===== src/rtl/ppp_pkg.sv =====
// shared types, widths and constants of the point projection pipeline
package ppp_pkg;

  localparam int PW    = 24;         // point and camera coordinate width, q15.8
  localparam int AW    = 12;         // angle width
  localparam int FW    = 20;         // focal length width, q12.8
  localparam int TW    = 16;         // sine and cosine width, q1.14 signed
  localparam int CW    = 28;         // rotation datapath width, q8
  localparam int SW    = 24;         // scale width, q8.16
  localparam int OW    = 32;         // screen coordinate width, q23.8
  localparam int QBITS = 24;         // quotient bits of the divider
  localparam int DVW   = FW + 16;    // dividend width
  localparam int DENW  = CW - 1;     // divisor width, depth is positive
  localparam int RIW   = 11;         // quarter wave table index width
  localparam int ROM_DEPTH = 1025;

  localparam int SCREEN_WIDTH_DEF  = 1024;
  localparam int SCREEN_HEIGHT_DEF = 1024;

  localparam logic signed [CW-1:0] NEAR_LIMIT = CW'(50 * 256);
  localparam logic [FW-1:0] FOCAL_RESET = FW'(25600);
  localparam logic signed [TW-1:0] TRIG_ONE = TW'(16384);

  localparam logic [2:0] CFG_CAMERA_X = 3'd0;
  localparam logic [2:0] CFG_CAMERA_Y = 3'd1;
  localparam logic [2:0] CFG_CAMERA_Z = 3'd2;
  localparam logic [2:0] CFG_ANGLE_X  = 3'd3;
  localparam logic [2:0] CFG_ANGLE_Y  = 3'd4;
  localparam logic [2:0] CFG_ANGLE_Z  = 3'd5;
  localparam logic [2:0] CFG_FOCAL    = 3'd6;

  typedef struct packed {
    logic signed [TW-1:0] sx;
    logic signed [TW-1:0] cx;
    logic signed [TW-1:0] sy;
    logic signed [TW-1:0] cy;
    logic signed [TW-1:0] sz;
    logic signed [TW-1:0] cz;
  } trig_t;

  typedef struct packed {
    logic                 vis;
    logic signed [OW-1:0] sx;
    logic signed [OW-1:0] sy;
    logic [SW-1:0]        scale;
  } res_t;

  // quarter wave sine in q14, evaluated at elaboration only
  function automatic logic [14:0] quad_sin(input int unsigned a);
    longint unsigned x;
    longint unsigned x2;
    longint unsigned p;
    longint unsigned v;
    longint unsigned one;
    one = 64'd1 << 30;
    if (a <= 512) begin
      x  = longint'(a) * 64'd1647099;
      x2 = (x * x) >> 30;
      p  = one - x2 / 42;
      p  = one - ((x2 * p) >> 30) / 20;
      p  = one - ((x2 * p) >> 30) / 6;
      v  = (x * p) >> 30;
    end else begin
      x  = longint'(1024 - a) * 64'd1647099;
      x2 = (x * x) >> 30;
      p  = one - x2 / 56;
      p  = one - ((x2 * p) >> 30) / 30;
      p  = one - ((x2 * p) >> 30) / 12;
      p  = one - ((x2 * p) >> 30) / 2;
      v  = p;
    end
    return 15'((v + 64'd32768) >> 16);
  endfunction

endpackage


===== src/rtl/ppp_div.sv =====
// near test and pipelined restoring divider, one quotient bit per stage
module ppp_div (
  input  logic                          clk_i,
  input  logic                          rst_ni,
  input  logic                          en_i,
  input  logic                          valid_i,
  input  logic signed [ppp_pkg::CW-1:0] rz_i,
  input  logic signed [ppp_pkg::CW-1:0] rx_i,
  input  logic signed [ppp_pkg::CW-1:0] ry_i,
  input  logic [ppp_pkg::FW-1:0]        focal_i,
  output logic                          valid_o,
  output logic                          vis_o,
  output logic [ppp_pkg::SW-1:0]        scale_o,
  output logic signed [ppp_pkg::CW-1:0] rx_o,
  output logic signed [ppp_pkg::CW-1:0] ry_o
);

  localparam int NQ  = ppp_pkg::QBITS;
  localparam int DSW = ppp_pkg::DENW + NQ;

  logic                          vld_q [NQ+1];
  logic                          vis_q [NQ+1];
  logic [ppp_pkg::DVW-1:0]       rem_q [NQ+1];
  logic [NQ-1:0]                 quo_q [NQ+1];
  logic [ppp_pkg::DENW-1:0]      den_q [NQ+1];
  logic signed [ppp_pkg::CW-1:0] rx_q  [NQ+1];
  logic signed [ppp_pkg::CW-1:0] ry_q  [NQ+1];

  logic [DSW-1:0]          den_sh [NQ];
  logic                    ge     [NQ];
  logic [ppp_pkg::DVW-1:0] rem_nx [NQ];
  logic [NQ-1:0]           quo_nx [NQ];

  always_comb begin
    for (int k = 0; k < NQ; k++) begin
      den_sh[k] = DSW'(den_q[k]) << (NQ - 1 - k);
      ge[k]     = DSW'(rem_q[k]) >= den_sh[k];
      rem_nx[k] = ge[k] ? rem_q[k] - den_sh[k][ppp_pkg::DVW-1:0] : rem_q[k];
      quo_nx[k] = quo_q[k];
      quo_nx[k][NQ-1-k] = ge[k];
    end
  end

  always_ff @(posedge clk_i or negedge rst_ni) begin
    if (!rst_ni) begin
      for (int k = 0; k <= NQ; k++) begin
        vld_q[k] <= 1'b0;
      end
    end else if (en_i) begin
      vld_q[0] <= valid_i;
      for (int k = 0; k < NQ; k++) begin
        vld_q[k+1] <= vld_q[k];
      end
    end
  end

  always_ff @(posedge clk_i) begin
    if (en_i) begin
      vis_q[0] <= rz_i > ppp_pkg::NEAR_LIMIT;
      rem_q[0] <= {focal_i, 16'd0};
      quo_q[0] <= '0;
      den_q[0] <= rz_i[ppp_pkg::DENW-1:0];
      rx_q[0]  <= rx_i;
      ry_q[0]  <= ry_i;
      for (int k = 0; k < NQ; k++) begin
        vis_q[k+1] <= vis_q[k];
        rem_q[k+1] <= rem_nx[k];
        quo_q[k+1] <= quo_nx[k];
        den_q[k+1] <= den_q[k];
        rx_q[k+1]  <= rx_q[k];
        ry_q[k+1]  <= ry_q[k];
      end
    end
  end

  // quotient stays below 2^23 since the depth exceeds 12800
  assign valid_o = vld_q[NQ];
  assign vis_o   = vis_q[NQ];
  assign scale_o = quo_q[NQ][ppp_pkg::SW-1:0];
  assign rx_o    = rx_q[NQ];
  assign ry_o    = ry_q[NQ];

endmodule


===== config.mk =====
export PLATFORM = sky130hd
export DESIGN_NAME = ppp_div
export DESIGN_NICKNAME = d
export VERILOG_FILES = /design/src/rtl/ppp_pkg.sv /design/src/rtl/ppp_div.sv
export SDC_FILE = /design/constraint.sdc
export NUM_CORES = 2
export LEC_CHECK = 0
export BUFFER_PORTS_ARGS = -buffer_cell sky130_fd_sc_hd__clkbuf_2
export CAP_MARGIN = 20
export CORE_UTILIZATION = 60
export DETAILED_ROUTE_END_ITERATION = 7
export PLACE_DENSITY = 0.76
export SYNTH_ARGS = -nofsm -noshare
export SYNTH_HDL_FRONTEND = slang
export SYNTH_SLANG_ARGS = --single-unit

===== constraint.sdc =====
create_clock -name clk_i -period 7.61 [get_ports clk_i]
set_clock_uncertainty 0.1 [all_clocks]
set_input_delay 1.9025 -clock clk_i [delete_from_list [all_inputs] [get_ports clk_i]]
set_output_delay 1.9025 -clock clk_i [all_outputs]
set_load 0.01 [all_outputs]

==> flow_metrics.env <==
export IMPL_status="finished, final reports clean"
export IMPL_synth_nets=8868
export IMPL_cts_clk_slew_worst_paths_ns=0.06
export IMPL_worst_pin_slew_ns=1.04
export IMPL_areaGrowthSynthToFinish_pct=11.4
export IMPL_track_usage_pct=22.4
export IMPL_io_pins=190
export IMPL_yosysWarnings=0
export IMPL_synth_seq_cells=2998
export IMPL_crit_fanout=38
export IMPL_fill_cells=13900
export IMPL_nNetsFinal=9260
export IMPL_critical_path_top_delay_family="compound AO/OA/AOI/OAI gates"
export IMPL_peakVddDrop_mv=0.284
export IMPL_finalPower_mw=44.1
export IMPL_endpoint_kind="flop"
export IMPL_final_cell_mix="edfxtp_1 (2973), inv_1 (696), ha_1 (542), a21oi_1 (439), nor2_1 (399)"
export IMPL_yosys_top_cells_area="edfxtp_1 (71%), ha_1 (5.4%), mux2_2 (2.4%), inv_1 (2.1%), xnor2_1 (2.1%)"
export IMPL_wl_um=236000
export IMPL_hp_class="flop to flop"
export IMPL_core_um2=207000
export IMPL_port_buffers=189
export IMPL_dr_pass1_iters=6
export IMPL_power_density_nw_per_um2=316
export IMPL_grt_pass1_wl_um=368000
export IMPL_dieArea_um2=210000
export IMPL_drive_gt1_share_pct=11.6
export IMPL_synth_top_area_share_pct=71.4
export IMPL_worstPathRequired_ns=8.10
export IMPL_netlist_area_um2=125000
export IMPL_wl_per_cell_um=20.3
export IMPL_path_buf_inv=1
export IMPL_path_cells="ha_1 -> and3_1 -> a221oi_1 -> o21ai_0 -> a2111oi_0 -> o41a_1 -> o21ai_4 -> buf_4 -> mux2_2"
export IMPL_root_buffer="clkbuf_16"
export IMPL_hold_viol_final=0
export IMPL_slew_viol_final=0
export IMPL_setup_viol_count_final=0
export IMPL_gp_congestion=0.929
export IMPL_synth_edff_count=2973
export IMPL_critPathSlowestCell="o21ai_0"
export IMPL_path_class="flop to flop"
export IMPL_die_w_um=459
export IMPL_cts_tree="done"
export IMPL_grt_pass1_vias=65900
export IMPL_cts_max_path_buffers=4
export IMPL_synthArstFlopShare_pct=0.834
export IMPL_synth_top_area_cell="edfxtp_1"
export IMPL_tns_ns=0
export IMPL_num_rows=167
export IMPL_min_period_ns=4.26
export IMPL_drt_iter0_markers=6400
export IMPL_post_route_period_util_pct=56.0
export IMPL_clock_sinks=2998
export IMPL_antenna_found_initial=6
export IMPL_synth_seq_area_share_pct=71.9
export IMPL_clock_latency_ns=0.93
export IMPL_critPathLaunchType="flop"
export IMPL_die_y_um=459
export IMPL_synthFlopType="edfxtp_1"
export IMPL_syn_inst=8195
export IMPL_leakagePower_nw=52.6
export IMPL_maxSlewHeadroom_pct=30.9
export IMPL_final_common_cell="edfxtp_1"
export IMPL_cts_resized=0
export IMPL_start_util_pct=60.4
export IMPL_synth_cell_types=93
export IMPL_maxCapViolCount=0
export IMPL_max_stage_delay_ns=0.72
export IMPL_utilization_pct=67.3
export IMPL_antenna_left=0
export IMPL_holdWs_ns=0.256
export IMPL_grt_ovfl_total=0
export IMPL_dp_hpwl_um=155000
export IMPL_avgSynthCellArea_um2=15.3
export IMPL_hold_buffers=0
export IMPL_grt_max_degree=179
export IMPL_rsz0062_at_grt="false"
export IMPL_vias=66900
export IMPL_critPathArrivalTime_ns=4.75
export IMPL_cts_setup_buffers=0
export IMPL_cts_buffers=316
export IMPL_drc=0
export IMPL_htree_levels=5
export IMPL_max_freq_mhz=235
export IMPL_via_per_inst=5.77
==> per-stage QoR <==
stage,setup WS [ns],cells,area [µm²]
5_1_grt,3.21,11600,139000
3_3_place_gp,3.35,11100,129000
2_1_floorplan,4.23,8195,125000
4_1_cts,3.49,11600,139000
6_report,3.35,11600,139000
3_5_place_dp,3.29,11100,129000
==> path summary, 6_finish.rpt <==
path                                         start                       to  slack, ns  depth (start not counted)
min in group asynchronous                   rst_ni    vld_q[16]$_DFFE_PN0P_       0.90                          1
max in group asynchronous                   rst_ni    vld_q[12]$_DFFE_PN0P_       6.11                          1
hold / removal              rx_q[0][144]$_DFFE_PP_   rx_q[0][172]$_DFFE_PP_       0.26                          0
setup reg to reg           rem_q[1][229]$_DFFE_PP_  rem_q[1][279]$_DFFE_PP_       3.35                          9
hold reg to reg             rx_q[0][144]$_DFFE_PP_   rx_q[0][172]$_DFFE_PP_       0.26                          0
setup / recovery           rem_q[1][229]$_DFFE_PP_  rem_q[1][279]$_DFFE_PP_       3.35                          9
==> state kept, by name, indices dropped and copies added, names as in the netlist <==
name and count:
valid_o 1, rem_q 600, ry_q 700, vld_q 24
vis_q 25, den_q 648, rx_q 700, quo_q 300
==> logic make-up after synthesis <==
group,after synthesis,synth area share [%]
buffers and inverters,885,2.85
DFF,2998,71.9
muxes,304,2.71
adders and majority gates,565,5.79
AOI/OAI and AO/OA,1548,8.00
and+or+nand+nor,1464,5.74
xor gates and xnor gates,431,3.02
==> layout make-up <==
class / count / area [µm²] / area share, %
clock buffers: 398 / 8440 / 6.06
multi-input cells: 4312 / 31700 / 22.7
clock inverters: 141 / 1450 / 1.04
well taps: 2788 / 3490 / 2.50
repair buffers: 263 / 1750 / 1.26
diodes: 6 / 15.0 / 0.0108
flip-flops and latches: 2998 / 89900 / 64.5
inverters: 696 / 2610 / 1.88
==> layer usage <==
metal	share of wire, %	track usage (%)	vias up
met5	0.0030	0	-
met4	2.5	6.45	2
met3	5.5	3.20	435
met2	47	35.8	1926
met1	45	32.2	32900
li1	-	-	31600
==> power breakdown <==
part / switching [mW] / total, mW / leakage (nW) / internal [mW]
logic: 4.55 / 7.99 / 18.5 / 3.45
clock network: 6.05 / 14.8 / 4.80 / 8.80
registers: 0.910 / 21.2 / 29.4 / 20.3
total: 11.5 / 44.1 / 52.6 / 32.6
==> worst reg2reg max path, delay by kind of cell (launching register included) <==
kind | cells | cell delay, ns
buf+inv | 1 | 0.43
flops | 1 | 0.41
simple gates | 1 | 0.21
fa+ha+maj | 1 | 0.37
mux | 1 | 0.40
compound gates | 5 | 2.06
==> synth_stat cells, types with 23 or more instances <==
cell,count
or3_1,32
nand4_1,70
nand2_1,355
nand3_1,107
dfrtp_1,25
and3_1,41
clkbuf_1,102
a21oi_1,440
mux2i_1,26
a21boi_0,24
o21ai_0,337
edfxtp_1,2973
nor2_1,400
mux2_2,272
buf_4,57
nor2b_1,78
a31oi_1,57
a211oi_1,45
nand2b_1,70
fa_1,23
a21o_1,197
xor2_1,135
o211ai_1,43
o21bai_1,48
o21a_1,88
nor4_1,49
and2_1,41
xnor2_1,296
nor3_1,112
o31ai_1,43
ha_1,542
inv_1,696
Note: power is estimated with default switching activity, not from simulation.
